$ cat config.mk
export PLATFORM = sky130hd
export DESIGN_NAME = ppw_front
export DESIGN_NICKNAME = d
export VERILOG_FILES = /design/src/hw/rtl/ppw_pkg.sv /design/src/hw/rtl/ppw_front.sv
export SDC_FILE = /design/constraint.sdc
export NUM_CORES = 1
export LEC_CHECK = 0
export BUFFER_PORTS_ARGS = -buffer_cell sky130_fd_sc_hd__buf_2
export CORE_MARGIN = 4
export CORE_UTILIZATION = 52
export CTS_CLUSTER_DIAMETER = 60
export DETAILED_ROUTE_END_ITERATION = 8
export HOLD_SLACK_MARGIN = 0.06
export PLACE_DENSITY = 0.79
export SKIP_CTS_REPAIR_TIMING = 1
export SLEW_MARGIN = 20
export SYNTH_ARGS = -nofsm -noshare
export SYNTH_HDL_FRONTEND = slang
export SYNTH_SLANG_ARGS = --single-unit
$ cat constraint.sdc
create_clock -name aclk -period 3.5 [get_ports aclk]
set_input_delay 0.525 -clock aclk [delete_from_list [all_inputs] [get_ports aclk]]
set_output_delay 0.525 -clock aclk [all_outputs]
set_load 0.02 [all_outputs]
$ cat src/hw/rtl/ppw_pkg.sv
// shared types and constants for the periodic point wrap block
// no dependencies; imported by every ppw_* module and the top level
package ppw_pkg;

    localparam int COORD_WIDTH_DEF = 32;
    localparam int NUM_AXES        = 3;
    localparam int CFG_INDEX_WIDTH = 3;
    localparam int MASK_WIDTH      = 3;

    // configuration register indexes
    typedef enum logic [CFG_INDEX_WIDTH-1:0] {
        REG_PERIODIC_MASK = 3'd0,
        REG_X_MIN         = 3'd1,
        REG_X_MAX         = 3'd2,
        REG_Y_MIN         = 3'd3,
        REG_Y_MAX         = 3'd4,
        REG_Z_MIN         = 3'd5,
        REG_Z_MAX         = 3'd6
    } reg_index_t;

    // what the last stage does with one axis
    typedef enum logic [1:0] {
        MODE_PASS  = 2'd0,
        MODE_BELOW = 2'd1,
        MODE_ABOVE = 2'd2
    } wrap_mode_t;

    typedef struct packed {
        logic                        domain_error;
        wrap_mode_t [NUM_AXES-1:0]   mode;
    } wrap_ctrl_t;

endpackage

$ cat src/hw/rtl/ppw_front.sv
// input stage: classifies each axis against its domain and forms the dividend
// depends on ppw_pkg
module ppw_front import ppw_pkg::*; #(
    parameter int COORD_WIDTH = COORD_WIDTH_DEF
) (
    input  logic                                 aclk,
    input  logic                                 aresetn,
    input  logic                                 in_valid,
    output logic                                 in_ready,
    input  logic [NUM_AXES-1:0][COORD_WIDTH-1:0] in_coord,
    input  logic [MASK_WIDTH-1:0]                cfg_mask,
    input  logic [NUM_AXES-1:0][COORD_WIDTH-1:0] cfg_min,
    input  logic [NUM_AXES-1:0][COORD_WIDTH-1:0] cfg_max,
    output logic                                 out_valid,
    input  logic                                 out_ready,
    output wrap_ctrl_t                           out_ctrl,
    output logic [NUM_AXES-1:0][COORD_WIDTH-1:0] out_data
);

    logic                                 valid_reg;
    wrap_ctrl_t                           ctrl_reg, ctrl_next;
    logic [NUM_AXES-1:0][COORD_WIDTH-1:0] data_reg, data_next;

    assign in_ready = !valid_reg || out_ready;

    always_comb begin
        ctrl_next.domain_error = 1'b0;
        for (int a = 0; a < NUM_AXES; a++) begin
            ctrl_next.mode[a] = MODE_PASS;
            data_next[a]      = in_coord[a];
            if (cfg_mask[a]) begin
                if ($signed(cfg_max[a]) <= $signed(cfg_min[a])) begin
                    ctrl_next.domain_error = 1'b1;
                end else if ($signed(in_coord[a]) < $signed(cfg_min[a])) begin
                    ctrl_next.mode[a] = MODE_BELOW;
                    data_next[a]      = cfg_min[a] - in_coord[a];
                end else if ($signed(in_coord[a]) >= $signed(cfg_max[a])) begin
                    ctrl_next.mode[a] = MODE_ABOVE;
                    data_next[a]      = in_coord[a] - cfg_max[a];
                end
            end
        end
    end

    always_ff @(posedge aclk) begin
        if (!aresetn) begin
            valid_reg <= 1'b0;
        end else if (in_ready) begin
            valid_reg <= in_valid;
        end
    end

    always_ff @(posedge aclk) begin
        if (in_ready && in_valid) begin
            ctrl_reg <= ctrl_next;
            data_reg <= data_next;
        end
    end

    assign out_valid = valid_reg;
    assign out_ctrl  = ctrl_reg;
    assign out_data  = data_reg;

endmodule

==> flow_summary_export.csv <==
group,metric,value,unit
timing,hold_viol,0,
die,coreArea,37000,µm²
die,start_util,53.2,%
placement,dp_hpwl,68.0,mm
clock_tree,clk_latency,0.39,ns
layout,final_common_cell,"buf_4",
routing,drtPass1Iterations,5,
synthesis,syn_inst,2535,
timing,setup_viol,0,
layout,drive_gt1_share,27.1,%
global_route,grt_max_degree,49,
routing,first_iter_violations,2302,
clock_tree,cts_tree,"done",
timing,period_needed,3.35,ns
routing,route.vias.total,22900,
timing,finalClockSkew,0.00966,ns
timing,tns,0,ns
synthesis,synthArstFlopShare,0,%
clock_tree,cts_sinks,104,
routing,wl_met2,36.4,mm
synthesis,avgSynthCellArea,7.76,µm²
global_route,grt_pass1_vias,22500,
routing,wirelength,79.6,mm
synthesis,synth_ff_type,"edfxtp_1",
synthesis,synth_nets,3217,
die,core.rowCount,70,
layout,areaGrowthSynthToFinish,30.7,%
worst_setup_path,startpoint_type,"primary input",
routing,ant_nets,0,
routing,met3WireLength,7.03,mm
worst_setup_path,cp_data_arrival_time,3.48,ns
clock_tree,clockRootBuffer,"clkbuf_16",
timing,whs,0.380,ns
clock_tree,htreeDepth,3,
timing,finalCritPeriodShare,95.8,%
die,die_h,202,µm
routing,top_layer,"met5",
placement,post_dp_cell_area,25400,µm²
routing,wl_per_cell,20.8,µm
timing,max_freq,298,MHz
worst_setup_path,critPathRequiredTime,3.63,ns
synthesis,ys_ff_latch,104,
die,die-area,41000,µm²
clock_tree,clk_path_buf_depth,2,
synthesis,yosysWarnings,0,
synthesis,syn_area,19700,µm²
routing,routedLengthMet1,32.6,mm
power,p_per_area,282,nW/µm²
layout,nets,3995,
layout,stdcell_area,25700,µm²
layout,final_cell_mix,"435 x buf_4, 399 x buf_2, 381 x ha_1",
power,leakage,13.4,nW
global_route,grt_pass1_wl,122,mm
flow_run,maxCapViolCount,0,
synthesis,ys_seq_area_share,15.8,%
placement,portBuffers,399,
synthesis,synth-edff-count,103,
placement,place_congestion,1.05,
timing,worstMarginPinSlew,0.658,ns
hold_path,hold_class,"primary input to flip-flop",
die,boundaryPins,400,
run_status,status,"completed",
worst_setup_path,end_kind,"flip-flop",
routing,viasPerCell,5.98,
global_route,grt_overflow,0,
clock_tree,clk_pin_slew,0.09,ns
die,die_w,202,µm
routing,drc,0,
global_route,antenna_found_initial,8,
power,ir_worst_vdd,0.000243,V
timing,maxSlewHeadroom,55.0,%
global_route,grt_usage,36.9,%
synthesis,synth_cell_types,86,
worst_setup_path,critPathMaxFanout,3,
worst_setup_path,critPathKind,"primary input to flip-flop",
timing,finalMaxSlewViolations,0,
clock_tree,numCtsBuffers,9,
==> power by group <==
part | total (mW) | switching, mW | leakage [nW] | internal (mW)
logic | 4.55 | 2.58 | 12.2 | 1.97
clock network | 1.08 | 0.585 | 0.134 | 0.491
registers | 1.62 | 0.0563 | 1.01 | 1.56
total | 7.25 | 3.22 | 13.4 | 4.03
==> critical path, stage by stage <==
cell and delay, ns:
buf_2 0.11, inv_1 0.05, ha_1 0.19, fa_1 0.24
nand2b_1 0.16, a211oi_1 0.08, buf_4 0.15, o311a_1 0.42
o41ai_1 0.34, a21oi_1 0.15, a21oi_1 0.33, o211ai_1 0.20
a21oi_1 0.21, xor2_1 0.19, o221ai_1 0.13
==> flip-flops by register name, summed over array words and instances, names as in the netlist <==
signal     cells
out_data      96
out_ctrl       7
out_valid      1
==> cell families (layout without fill, tap and decap cells) <==
logic type | after synthesis | after routing | share of synthesized area (%)
simple gates | 590 | 590 | 14.7
fa+ha+maj | 387 | 387 | 24.8
buf+inv | 414 | 1197 | 8.32
mux | 5 | 5 | 0.286
other cells | 0 | 5 | 0
xor+xnor | 159 | 159 | 7.08
compound gates | 876 | 876 | 29.0
flops | 104 | 104 | 15.8
==> cells in the mapped netlist, types with 44 or more instances <==
master / count / share of area [%]
ha_1: 381 / 24
inv_1: 332 / 6.3
a21oi_1: 244 / 6.2
nand2_1: 165 / 3.1
nor2_1: 141 / 2.7
o21ai_0: 141 / 3.6
a21o_1: 106 / 4.0
edfxtp_1: 103 / 16
xnor2_1: 81 / 3.6
xor2_1: 78 / 3.5
nand3_1: 62 / 1.6
o22ai_1: 57 / 1.8
nand4_1: 46 / 1.5
clkbuf_1: 44 / 0.84
==> final timing paths <==
kind               start      endpoint  slack, ns  depth (start not counted)
max          cfg_min[64]  out_data[94]       0.15                         15
min              aresetn     out_valid       0.38                          2
max reg2reg    out_valid  out_data[80]       1.80                          3
min reg2reg    out_valid     out_valid       0.54                          2
==> per-layer routing <==
metal,vias up,global-route usage [%]
met5,-,0
met4,8,14.6
met3,190,5.89
met2,1222,61.8
met1,10700,47.7
li1,10800,-
==> cell type report <==
type	instances	area, µm²
antenna	5	12.5
fill	3224	11300
inverter	337	1260
sequential	104	3110
tap	504	631
clock inverter	7	53.8
multi-input combinational	2017	14900
clock buffer	9	225
timing repair buffer	844	5460
==> stage by stage <==
stage / setup WS, ns / cells / util, % / power [mW]
5_1_grt: -0.0170 / 3826 / 69.5 / 7.67
4_1_cts: 0.186 / 3819 / 69.4 / 7.15
6_report: 0.146 / 3827 / 69.5 / 7.25
3_3_place_gp: -0.191 / 3803 / 68.6 / 5.99
3_5_place_dp: -0.219 / 3803 / 68.6 / 6.06
2_1_floorplan: 0.163 / 2535 / - / 4.21
Power figures use the tool's default switching activity.
