File: src/hw/rtl/ppw_pkg.sv
// shared types and constants for the periodic point wrap block
// no dependencies; imported by every ppw_* module and the top level
package ppw_pkg;

    localparam int COORD_WIDTH_DEF = 32;
    localparam int NUM_AXES        = 3;
    localparam int CFG_INDEX_WIDTH = 3;
    localparam int MASK_WIDTH      = 3;

    // configuration register indexes
    typedef enum logic [CFG_INDEX_WIDTH-1:0] {
        REG_PERIODIC_MASK = 3'd0,
        REG_X_MIN         = 3'd1,
        REG_X_MAX         = 3'd2,
        REG_Y_MIN         = 3'd3,
        REG_Y_MAX         = 3'd4,
        REG_Z_MIN         = 3'd5,
        REG_Z_MAX         = 3'd6
    } reg_index_t;

    // what the last stage does with one axis
    typedef enum logic [1:0] {
        MODE_PASS  = 2'd0,
        MODE_BELOW = 2'd1,
        MODE_ABOVE = 2'd2
    } wrap_mode_t;

    typedef struct packed {
        logic                        domain_error;
        wrap_mode_t [NUM_AXES-1:0]   mode;
    } wrap_ctrl_t;

endpackage

File: src/hw/rtl/ppw_back.sv
// output stage: turns each remainder into the wrapped coordinate, output register
// depends on ppw_pkg
module ppw_back import ppw_pkg::*; #(
    parameter int COORD_WIDTH = COORD_WIDTH_DEF
) (
    input  logic                                 aclk,
    input  logic                                 aresetn,
    input  logic [NUM_AXES-1:0][COORD_WIDTH-1:0] cfg_min,
    input  logic [NUM_AXES-1:0][COORD_WIDTH-1:0] cfg_max,
    input  logic                                 in_valid,
    output logic                                 in_ready,
    input  wrap_ctrl_t                           in_ctrl,
    input  logic [NUM_AXES-1:0][COORD_WIDTH-1:0] in_data,
    input  logic [NUM_AXES-1:0][COORD_WIDTH-1:0] in_rem,
    output logic                                 out_valid,
    input  logic                                 out_ready,
    output logic [NUM_AXES-1:0][COORD_WIDTH-1:0] out_coord,
    output logic                                 out_error
);

    logic                                 valid_reg;
    logic [NUM_AXES-1:0][COORD_WIDTH-1:0] coord_reg, coord_next;
    logic                                 error_reg;

    assign in_ready = !valid_reg || out_ready;

    always_comb begin
        for (int a = 0; a < NUM_AXES; a++) begin
            unique case (in_ctrl.mode[a])
                MODE_BELOW: begin
                    // a zero remainder lands on the last value inside the domain
                    if (in_rem[a] == '0) begin
                        coord_next[a] = cfg_max[a] - COORD_WIDTH'(1);
                    end else begin
                        coord_next[a] = cfg_max[a] - in_rem[a];
                    end
                end
                MODE_ABOVE: coord_next[a] = cfg_min[a] + in_rem[a];
                default:    coord_next[a] = in_data[a];
            endcase
        end
    end

    always_ff @(posedge aclk) begin
        if (!aresetn) begin
            valid_reg <= 1'b0;
        end else if (in_ready) begin
            valid_reg <= in_valid;
        end
    end

    always_ff @(posedge aclk) begin
        if (in_ready && in_valid) begin
            coord_reg <= coord_next;
            error_reg <= in_ctrl.domain_error;
        end
    end

    assign out_valid = valid_reg;
    assign out_coord = coord_reg;
    assign out_error = error_reg;

endmodule

File: config.mk
export PLATFORM = sky130hd
export DESIGN_NAME = ppw_back
export DESIGN_NICKNAME = d
export VERILOG_FILES = /design/src/hw/rtl/ppw_pkg.sv /design/src/hw/rtl/ppw_back.sv
export SDC_FILE = /design/constraint.sdc
export NUM_CORES = 1
export LEC_CHECK = 0
export ABC_AREA = 0
export BUFFER_PORTS_ARGS = -buffer_cell sky130_fd_sc_hd__buf_2
export CORE_AREA = 2 2 190 192
export DETAILED_ROUTE_END_ITERATION = 10
export DIE_AREA = 0 0 192 194
export GPL_TIMING_DRIVEN = 1
export PLACE_DENSITY = 0.74
export REMOVE_ABC_BUFFERS = 1
export SLEW_MARGIN = 30
export SYNTH_ARGS = -nofsm -noshare
export SYNTH_HDL_FRONTEND = slang
export SYNTH_SLANG_ARGS = --single-unit
File: constraint.sdc
create_clock -name aclk -period 4.9 [get_ports aclk]
set_input_delay 0.98 -clock aclk [delete_from_list [all_inputs] [get_ports aclk]]
set_output_delay 0.98 -clock aclk [all_outputs]
set_load 0.01 [all_outputs]
==> impl_metrics.csv <==
group,metric,value,unit
run_status,status,"complete, no violations",
place,hpwl,46.74,mm
logic_synthesis,synth_edf_count,97,
global_routing,grt_pass1_vias,15584,
finish,multi_input_area,10810,um2
global_routing,grt-ovfl-total,0,
critical_path,worstPathCellList,"buf_2, nor4_1, nand4_1, o21bai_1, ha_1, fa_1, o21ai_0, a211oi_1, a21oi_1, a211oi_1, buf_4, o21ai_1, a21boi_1, nor3_1, o311ai_0, o211ai_1",
floorplan,die_y,194,um
timing,timing.final.hold_violations,0,
place,io_buffers,493,
critical_path,crit_cells,16,
clock_tree,cts_setup_buffers,0,
worst_hold_path,hold_path_depth,2,
logic_synthesis,yosysWarnings,0,
floorplan,row_count,69,
critical_path,cpMostUsedCell,"a211oi_1",
timing,period_minus_slack,4.452,ns
clock_tree,cts.repair.resized,0,
clock_tree,cts_buffers,9,
drt,viasPerCell,5.876,
clock_tree,h-tree-depth,3,
timing,relSlewSlack,0.3979,
timing,fin_skew,0.007100,ns
finish,final_common_cell,"buf_2",
critical_path,critPathTopFamily,"compound AO/OA/AOI/OAI gates",
logic_synthesis,ys_seq_elements,98,
timing,period_share,0.9087,
timing,worstMarginPinSlew,0.8804,ns
place,pre_cts_slack,0.1044,ns
drt,first_pass_iters,5,
critical_path,crit_slowest_cell,"nor4_1",
place,placed_cell_area,17560,um2
clock_tree,cts-root-buf,"clkbuf_16",
critical_path,crit_fanout,3,
finish,drive_above_1_share,0.2435,
logic_synthesis,ys.flop_type,"edfxtp_1",
finish,fillers,3413,
clock_tree,hold_buffers,0,
global_routing,grt_max_degree,37,
logic_synthesis,ys_types,71,
power_and_ir_drop,peakVddDrop,0.1795,mV
critical_path,criticalPathCategory,"in -> reg",
logic_synthesis,synth_seq_area_share,0.2012,
drt,drt-initial-drc-count,1167,
critical_path,critPathBufInv,2,
flow_run,maxCapViolCount,0,
timing,setup-tns-final,0,ns
timing,rsz0062_at_grt,"no",
finish,fin_nets,2879,
drt,via_count,16089,
drt,drcViolationCount,0,
timing,slew_viol_final,0,
global_routing,antenna_found_initial,15,
finish,regArea,2933,um2
critical_path,ff2ff_path_depth,3,
drt,detail-route-antenna-nets,0,
critical_path,critPathCaptureType,"flop",
logic_synthesis,netlist_instances,1795,
finish,final_cell_mix,"buf_2 (493), ha_1 (213), a21oi_1 (182)",
worst_hold_path,hold_class,"reg -> reg",
global_routing,grt_pass1_wl,83.75,mm
floorplan,fp.dieW,192,um
floorplan,io-pin-count,494,
logic_synthesis,postSynthAreaPerCell,8.119,um2
drt,wirelength,56.02,mm
critical_path,required,5.03,ns
floorplan,die_area,37250,um2
timing,setup_violations,0,
critical_path,cp.arrival,4.58,ns
clock_tree,cts_sinks,98,
power_and_ir_drop,p_per_area,219.3,nW/um2
logic_synthesis,async_flop_share,0,
finish,final_cell_area,17910,um2
clock_tree,cts_tree,"built",
floorplan,initial_utilization,0.4138,
finish,final_core_util,0.5085,
power_and_ir_drop,p_leak,8.795,nW
clock_tree,cts_buffer_depth,2,
clock_tree,clock_latency,0.39,ns
global_routing,grtUsageTotal,0.2879,
timing,timing.fmax,0.2246,GHz
place,gp_congestion,0.9746,
drt,wl_per_cell,20.46,um
logic_synthesis,syn_area,14570,um2
clock_tree,clk_pin_slew,0.08,ns
critical_path,start_kind,"primary input",
floorplan,core_region_area,35220,um2
critical_path,cpPeakStageDelay,0.45,ns
finish,area_growth,22.89,%
timing,setup_slack,0.4476,ns
## cell usage after synthesis (30+ instances only)
master,instances,area [um2]
a21oi_1,182,910.9
nor2_1,74,277.8
inv_1,165,619.3
nand3_1,39,195.2
edfxtp_1,97,2913
ha_1,216,2703
clkbuf_1,56,210.2
a221oi_1,30,262.8
nand2_1,128,480.5
a22oi_1,53,397.9
xnor2_1,104,910.9
o21ai_0,133,665.6
a21o_1,95,713.2
xor2_1,69,604.3
## worst register-to-register path: cells and delay by family (launching register included)
| kind | cells | cell delay (ns) |
|---|---|---|
| AND/OR/NAND/NOR | 2 | 0.59 |
| buffers and inverters | 1 | 0.54 |
| flip-flops | 1 | 0.33 |
## registers in the layout, indices dropped and copies added (netlist names)
name and cells:
out_coord 96, out_error 1, out_valid 1
## final timing paths
path | from | endpoint | slack, ns
max | in_rem[57] | out_coord[62] | 0.45
min | out_valid | out_valid | 0.58
max reg2reg | out_valid | out_coord[84] | 3.03
min reg2reg | out_valid | out_valid | 0.58
## kinds of logic after synthesis
logic type | Yosys count | synth area share
fa+ha+maj | 222 | 0.1937
buf+inv | 223 | 0.05752
flops | 98 | 0.2012
simple gates | 400 | 0.1346
mux | 4 | 0.002833
compound gates | 675 | 0.3061
xor+xnor | 173 | 0.1040
## layer usage
| metal | wire (um) | GRT usage | up-vias | share of wire |
|---|---|---|---|---|
| li1 | - | - | 7635 | - |
| met1 | 22820 | 0.3622 | 7437 | 0.41 |
| met2 | 25670 | 0.4704 | 838 | 0.46 |
| met3 | 4684 | 0.04995 | 169 | 0.084 |
| met4 | 2776 | 0.1479 | 10 | 0.050 |
| met5 | 65 | 0 | - | 0.0012 |
## power breakdown
part	switching (W)	internal (W)	total (W)
clock network	0.000390	0.000450	0.000840
registers	0.0000276	0.00104	0.00107
logic	0.00117	0.000852	0.00202
total	0.00159	0.00234	0.00393
## cell type report
type	count	area share
Clock inverter	6	0.004960
Inverter	165	0.03458
Timing Repair Buffer	514	0.1466
Tap cell	461	0.03221
Multi-Input combinational cell	1474	0.6037
Clock buffer	10	0.01278
Antenna cell	10	0.001397
Sequential cell	98	0.1638
## metrics by stage
step	cells	power (W)	hold WS, ns
after floorplan	1737	0.002378	0.6096
after global placement	2712	0.003041	0.5630
after detailed placement	2712	0.003061	0.5706
after CTS	2728	0.003905	0.5827
after global routing	2736	0.004149	0.5924
final	2738	0.003928	0.5821
No activity file was read; power rests on OpenSTA's default activity.
