--- src/hw/rtl/ppw_pkg.sv ---
// shared types and constants for the periodic point wrap block
// no dependencies; imported by every ppw_* module and the top level
package ppw_pkg;

    localparam int COORD_WIDTH_DEF = 32;
    localparam int NUM_AXES        = 3;
    localparam int CFG_INDEX_WIDTH = 3;
    localparam int MASK_WIDTH      = 3;

    // configuration register indexes
    typedef enum logic [CFG_INDEX_WIDTH-1:0] {
        REG_PERIODIC_MASK = 3'd0,
        REG_X_MIN         = 3'd1,
        REG_X_MAX         = 3'd2,
        REG_Y_MIN         = 3'd3,
        REG_Y_MAX         = 3'd4,
        REG_Z_MIN         = 3'd5,
        REG_Z_MAX         = 3'd6
    } reg_index_t;

    // what the last stage does with one axis
    typedef enum logic [1:0] {
        MODE_PASS  = 2'd0,
        MODE_BELOW = 2'd1,
        MODE_ABOVE = 2'd2
    } wrap_mode_t;

    typedef struct packed {
        logic                        domain_error;
        wrap_mode_t [NUM_AXES-1:0]   mode;
    } wrap_ctrl_t;

endpackage

--- src/hw/rtl/ppw_cell.sv ---
// one restoring remainder step for all three axes, one dividend bit per cell
// depends on ppw_pkg
module ppw_cell import ppw_pkg::*; #(
    parameter int COORD_WIDTH = COORD_WIDTH_DEF
) (
    input  logic                                 aclk,
    input  logic                                 aresetn,
    input  logic [NUM_AXES-1:0][COORD_WIDTH-1:0] size,
    input  logic                                 in_valid,
    output logic                                 in_ready,
    input  wrap_ctrl_t                           in_ctrl,
    input  logic [NUM_AXES-1:0][COORD_WIDTH-1:0] in_data,
    input  logic [NUM_AXES-1:0][COORD_WIDTH-1:0] in_rem,
    output logic                                 out_valid,
    input  logic                                 out_ready,
    output wrap_ctrl_t                           out_ctrl,
    output logic [NUM_AXES-1:0][COORD_WIDTH-1:0] out_data,
    output logic [NUM_AXES-1:0][COORD_WIDTH-1:0] out_rem
);

    logic                                 valid_reg;
    wrap_ctrl_t                           ctrl_reg;
    logic [NUM_AXES-1:0][COORD_WIDTH-1:0] data_reg, data_next;
    logic [NUM_AXES-1:0][COORD_WIDTH-1:0] rem_reg, rem_next;
    logic [NUM_AXES-1:0][COORD_WIDTH:0]   trial;
    logic [NUM_AXES-1:0][COORD_WIDTH:0]   diff;

    assign in_ready = !valid_reg || out_ready;

    always_comb begin
        for (int a = 0; a < NUM_AXES; a++) begin
            // shift in the next dividend bit, subtract the period if it fits
            trial[a] = {in_rem[a], in_data[a][COORD_WIDTH-1]};
            diff[a]  = trial[a] - {1'b0, size[a]};
            if (in_ctrl.mode[a] == MODE_PASS) begin
                data_next[a] = in_data[a];
                rem_next[a]  = in_rem[a];
            end else begin
                data_next[a] = {in_data[a][COORD_WIDTH-2:0], 1'b0};
                if (trial[a] >= {1'b0, size[a]}) begin
                    rem_next[a] = diff[a][COORD_WIDTH-1:0];
                end else begin
                    rem_next[a] = trial[a][COORD_WIDTH-1:0];
                end
            end
        end
    end

    always_ff @(posedge aclk) begin
        if (!aresetn) begin
            valid_reg <= 1'b0;
        end else if (in_ready) begin
            valid_reg <= in_valid;
        end
    end

    always_ff @(posedge aclk) begin
        if (in_ready && in_valid) begin
            ctrl_reg <= in_ctrl;
            data_reg <= data_next;
            rem_reg  <= rem_next;
        end
    end

    assign out_valid = valid_reg;
    assign out_ctrl  = ctrl_reg;
    assign out_data  = data_reg;
    assign out_rem   = rem_reg;

    // pass-through axes never accumulate a remainder
    a_pass_rem_x: assert property (@(posedge aclk) disable iff (!aresetn)
        in_ready && in_valid && in_ctrl.mode[0] == MODE_PASS
        |=> out_data[0] == $past(in_data[0]) && out_rem[0] == $past(in_rem[0]))
        else $error("pass axis x altered in cell");

    a_pass_rem_y: assert property (@(posedge aclk) disable iff (!aresetn)
        in_ready && in_valid && in_ctrl.mode[1] == MODE_PASS
        |=> out_data[1] == $past(in_data[1]) && out_rem[1] == $past(in_rem[1]))
        else $error("pass axis y altered in cell");

    a_pass_rem_z: assert property (@(posedge aclk) disable iff (!aresetn)
        in_ready && in_valid && in_ctrl.mode[2] == MODE_PASS
        |=> out_data[2] == $past(in_data[2]) && out_rem[2] == $past(in_rem[2]))
        else $error("pass axis z altered in cell");

    a_hold: assert property (@(posedge aclk) disable iff (!aresetn)
        valid_reg && !out_ready |=> valid_reg && $stable(ctrl_reg))
        else $error("cell dropped a stalled item");

endmodule

--- config.mk ---
export PLATFORM = sky130hd
export DESIGN_NAME = ppw_cell
export DESIGN_NICKNAME = d
export VERILOG_FILES = /design/src/hw/rtl/ppw_pkg.sv /design/src/hw/rtl/ppw_cell.sv
export SDC_FILE = /design/constraint.sdc
export NUM_CORES = 1
export LEC_CHECK = 0
export BUFFER_PORTS_ARGS = -buffer_cell sky130_fd_sc_hd__buf_2
export CAP_MARGIN = 30
export CORE_ASPECT_RATIO = 0.8
export CORE_UTILIZATION = 30
export CTS_CLUSTER_SIZE = 25
export DETAILED_ROUTE_END_ITERATION = 6
export HOLD_SLACK_MARGIN = 0.03
export PLACE_DENSITY_LB_ADDON = 0.2
export SYNTH_ARGS = -nofsm -noshare
export SYNTH_HDL_FRONTEND = slang
export SYNTH_SLANG_ARGS = --single-unit
--- constraint.sdc ---
create_clock -name aclk -period 5.7 [get_ports aclk]
set_clock_uncertainty 0.15 [all_clocks]
set_input_delay 0.57 -clock aclk [delete_from_list [all_inputs] [get_ports aclk]]
set_output_delay 0.57 -clock aclk [all_outputs]
set_load 0.05 [all_outputs]
==> flow_summary.toml, run 1 <==
[clock_tree]
cts_max_level = 4
root_buffer = "clkbuf_16"
cts_tree = "yes"
cts_sinks = 200
cts_setup_buffers = 0
clkSlewWorstSetupHoldPaths_ns = 0.08
clk_latency_ns = 0.49
cts_hold_buf = 0
clk_path_buf_depth = 2
ctsResizeCount = 0
cts_buffers = 17

[placement]
dp_hpwl_um = 40200
port_buffers = 499
place_inst = 2793
place_congestion = 0.908

[floorplan]
rows = 72
boundaryPins = 500
die_x_um = 250
die-height_um = 201
die_area_um2 = 50200
start_util = 0.305
coreArea_um2 = 48500

[logic_synthesis]
synth_top_cell_by_area = "edfxtp_1"
synthCells = 1741
synth_nets = 2139
yosysUniqueCellTypes = 76
syn_avg_cell_area_um2 = 8.50
netlist.area_leader.share = 0.404
synth.top_cells.by_area = "edfxtp_1, nand2_1, ha_1"
syn_area_um2 = 14800
synth-edff-count = 199
seq_area_frac_synth = 0.405
synthArstFlopShare = 0
ys_seq_elements = 200
synthFlopType = "edfxtp_1"
yosysWarnings = 0

[worst_setup_path]
cp_max_fo = 34
worst-setup-path-type = "in2reg"
crit_arrival_ns = 3.62
cp.required_ns = 5.75
r2r_slack_ns = 3.61
endpoint_kind = "flip-flop"
critPathLaunchType = "input port"

[detailed_routing]
ant_nets = 0
drt_iter0_drc = 1002
firstDrtPassIters = 5
routedWlPerCell_um = 17.9
vias = 14300
routed_wl_um = 50700
drc = 0
viasPerCell = 5.05

[layout]
fin_nets = 2582
finalNonFillerCells = 2828
syn2layout_area_growth_pct = 24.8
multi_input_area_um2 = 8020
fillerInstances = 5093
drive_gt1_frac = 0.260
final_util = 0.381
regArea_um2 = 6000

[outcome]
status = "finished clean"

[global_routing]
grt_pass1_wl_um = 77500
groute.usage.overall = 0.199
gr-total-overflow = 0
grt_max_degree = 100
antenna_found_initial = 6
grt_pass1_vias = 13500

[flow_run]
cap_violations = 0

[timing]
tightest_slew_ns = 0.806
setup_violations = 0
maxSlewHeadroom = 0.463
max_freq_mhz = 280
rsz0062_at_grt = "no"
tns_ns = 0
hold_violations = 0
report.final.slew_viol_count = 0
fin_crit_sh = 0.627
period_minus_slack_ns = 3.57

[power_and_ir_drop]
cellLeakagePower_nw = 8.74
p_per_area_nw_per_um2 = 268
ir_drop_mv = 0.239

[hold_path]
min_path_type = "in2reg"
[cells in the final DEF, fill, tap and decap left out, types with 51 or more instances in the layout]
cell and n:
buf_2 499, nand2_1 397, edfxtp_1 199, a21oi_1 169, nor2_1 139, inv_1 115, ha_1 96, o21ai_0 67
a21o_1 52, xnor2_1 51
[through the flow]
step	area (um2)	worst slack (ns)	hold WS, ns	power [mW]
after detailed placement	17800	1.67	0.387	3.70
after global routing	18500	1.89	0.0574	5.20
after floorplan	14800	1.53	0.519	3.19
final	18500	2.13	0.103	4.95
after CTS	18400	2.21	0.0488	5.00
after global placement	17800	1.43	0.355	3.69
[state kept, by name, summed over array words and instances, names as in the netlist]
signal and flops:
out_ctrl 7, out_valid 1, out_rem 96, out_data 96
[layout make-up]
type,instances,share of cell area
repair buffers,512,0.143
clock buffers,19,0.0234
inverters,115,0.0234
flip-flops and latches,200,0.325
multi-input cells,1338,0.434
diodes,3,0.000407
clock inverters,12,0.00806
well taps,629,0.0426
[synthesized netlist by cell type, types with 14 or more instances]
cell type	instances
nand3_1	25
nor3_1	15
a21o_1	52
clkbuf_1	64
a31oi_1	28
and3_1	14
nand2_1	397
xnor2_1	51
mux2i_1	25
o21ai_0	67
edfxtp_1	199
o21ai_1	17
inv_1	115
xor2_1	28
ha_1	96
a211oi_1	15
o21a_1	14
nand4_1	19
nor2_1	142
a21oi_1	169
buf_2	15
[layer usage]
metal | routed length [um] | vias to the layer above | global-route usage
li1 | - | 7036 | -
met1 | 23500 | 6717 | 0.267
met2 | 23100 | 450 | 0.311
met3 | 3060 | 59 | 0.0537
met4 | 1040 | 6 | 0.0594
met5 | 35 | - | 0
[critical path: stages]
cell and delay (ns):
buf_2 0.11, inv_1 0.04, ha_1 0.35, a21oi_1 0.17
nand2_1 0.18, a211oi_2 0.36, o31ai_2 0.12, o221ai_1 0.30
o31a_2 0.66, buf_4 0.41, nor2_1 0.09, a21oi_1 0.14
a21oi_1 0.09
[final timing paths]
check | start | end | depth (start not counted)
hold / removal | in_ctrl[6] | out_ctrl[6]$_DFFE_PP_ | 1
setup / recovery | size[2] | out_rem[9]$_DFFE_PP_ | 13
setup reg to reg | out_valid$_SDFFE_PN0N_ | out_rem[80]$_DFFE_PP_ | 4
hold reg to reg | out_valid$_SDFFE_PN0N_ | out_valid$_SDFFE_PN0N_ | 2
[where the power goes]
group	switching, mW	internal [mW]
clock	0.645	0.624
sequential	0.0381	1.80
combinational	1.26	0.579
total	1.94	3.01
[logic make-up (layout without fill, tap and decap cells)]
family / after synthesis / count (layout) / share of synthesized area
other: 0 / 3 / 0
DFF: 200 / 200 / 0.405
and+or+nand+nor: 683 / 683 / 0.197
xor gates and xnor gates: 79 / 79 / 0.0468
adders and majority gates: 99 / 99 / 0.0852
muxes: 29 / 29 / 0.0200
AOI/OAI and AO/OA: 448 / 448 / 0.192
buffers and inverters: 203 / 658 / 0.0543
No activity file was read; power rests on OpenSTA's default activity.
==> run 2, diff against run 1 <==
clock period = 3.1 ns   (was 5.7 ns; I/O delays follow)
==> flow_summary.toml, run 2 (synthesis results as in run 1) <==
[flow_run]
cap_violations = 0

[timing]
max_freq_mhz = 320
rsz0062_at_grt = "yes"
fin_crit_sh = 1.01
hold_violations = 0
hold_slack_ns = 0.0733
report.final.slew_viol_count = 0
setup_violations = 1
maxSlewHeadroom = 0.489
tightest_slew_ns = 0.766
finalWorstSetupSlack_ns = -0.0229
tns_ns = -0.0229
period_minus_slack_ns = 3.12

[global_routing]
grt_max_degree = 65
grt_pass1_vias = 15400
grt_pass1_wl_um = 84000
groute.usage.overall = 0.213
antenna_found_initial = 15
gr-total-overflow = 0

[worst_setup_path]
crit_top_cell = "a21o_1"
reg2reg_depth = 3
endpoint_kind = "flip-flop"
cp.required_ns = 3.22
crit_chain = "dlygate4sd3_1, buf_2, ha_2, a21o_1, a21o_1, a221o_1, o211a_2, buf_4, o211a_1, mux2_2, nor3_1"
cp_max_fo = 7
cpPeakStageDelay_ns = 0.53
cp-endpoint = "out_rem[95]$_DFFE_PP_"
crit_path_top_delay_cell = "dlygate4sd3_1"
r2r_end = "out_data[2]$_DFFE_PP_"
worst-setup-path-type = "in2reg"
r2r_slack_ns = 1.29
reg2reg_from = "out_valid$_SDFFE_PN0N_"
critPathLaunch = "in_rem[85]"
critPathLaunchType = "input port"
crit_arrival_ns = 3.25

[placement]
port_buffers = 499
place_congestion = 0.942
placed_cell_area_um2 = 19800
dp_hpwl_um = 42000

[detailed_routing]
ant_nets = 0
routedWlPerCell_um = 16.6
drc = 0
routed_wl_um = 54200
vias = 15900
firstDrtPassIters = 5
viasPerCell = 4.88
drt_iter0_drc = 1042

[layout]
drive_gt1_frac = 0.316
final_util = 0.462
fin_nets = 3011
syn2layout_area_growth_pct = 51.3
finish.instance_area_um2 = 22400
final_cell_mix = "buf_2, nand2_1, buf_4"
final_common_cell = "buf_2"

[outcome]
status = "finished with violations"
violations = "negative setup slack"

[clock_tree]
clkSlewWorstSetupHoldPaths_ns = 0.08
clk_latency_ns = 0.49
cts_tree = "yes"
clk_path_buf_depth = 2
cts_buffers = 17
root_buffer = "clkbuf_16"
cts_max_level = 4
cts_sinks = 200

[floorplan]
start_util = 0.305
rows = 72
die_x_um = 250
coreArea_um2 = 48500
die-height_um = 201
die_area_um2 = 50200
boundaryPins = 500

[hold_path]
min_path_type = "in2reg"

[power_and_ir_drop]
ir_drop_mv = 0.436
cellLeakagePower_nw = 10.8
p_per_area_nw_per_um2 = 439
## run 2: cell count changes in the layout (fill, tap and decap cells not counted), moves of 3 or more
cell	before	now
buf_4	10	245
dlygate4sd3_1	0	187
a21oi_1	169	166
clkinv_8	2	5
buf_12	2	9
a21oi_2	2	5
diode_2	3	8
## run 2: worst min path at each step
stage / from / end / cells past startpoint
after floorplan: in_ctrl[0] / out_ctrl[0]$_DFFE_PP_ / 0
after global placement: out_valid$_SDFFE_PN0N_ / out_valid$_SDFFE_PN0N_ / 2
after detailed placement: in_ctrl[6] / out_ctrl[6]$_DFFE_PP_ / 1
after CTS: in_rem[83] / out_rem[83]$_DFFE_PP_ / 3
after global routing: in_data[27] / out_data[28]$_DFFE_PP_ / 3
final: in_data[27] / out_data[28]$_DFFE_PP_ / 3
## run 2: routing by layer
| metal | global-route usage | wire, um |
|---|---|---|
| met5 | 0 | 89 |
| met4 | 0.0688 | 1190 |
| met3 | 0.0423 | 2870 |
| met2 | 0.341 | 25100 |
| met1 | 0.286 | 24900 |
## run 2: report_power, final
part	switching, mW	internal (mW)	leakage, nW
sequential	0.0666	3.32	1.94
clock	1.21	1.24	0.306
combinational	2.44	1.55	8.54
total	3.72	6.10	10.8
## run 2: cell type report
class	instances	area, um2
tap	629	787
clock buffer	18	429
antenna	8	20.0
multi-input combinational	1338	8120
inverter	115	432
fill	4849	26100
clock inverter	14	205
timing repair buffer	941	6400
sequential	200	6000
## run 2: stage by stage
step / instances / power, mW / setup slack (ns)
2_1_floorplan: 1741 / 5.86 / 0.0234
6_report: 3263 / 9.82 / -0.0229
3_3_place_gp: 3036 / 7.16 / -0.319
5_1_grt: 3261 / 10.3 / -0.0454
4_1_cts: 3255 / 9.89 / 0.0101
3_5_place_dp: 3036 / 7.17 / -0.350
## run 2: critical path: cells and delay by family
kind	cells	cell delay (ns)
compound gates	5	1.20
buf+inv	3	0.83
simple gates	1	0.33
fa+ha+maj	1	0.31
mux	1	0.26
## run 2: timing repair
| item | in CTS | in global routing |
|---|---|---|
| endpoints found under the hold margin | 148 | 0 |
| buffers inserted | 0 | 0 |
| hold buffers | 187 | 0 |
| resized for setup | 0 | 19 |
| endpoints found under the setup margin | 0 | 60 |
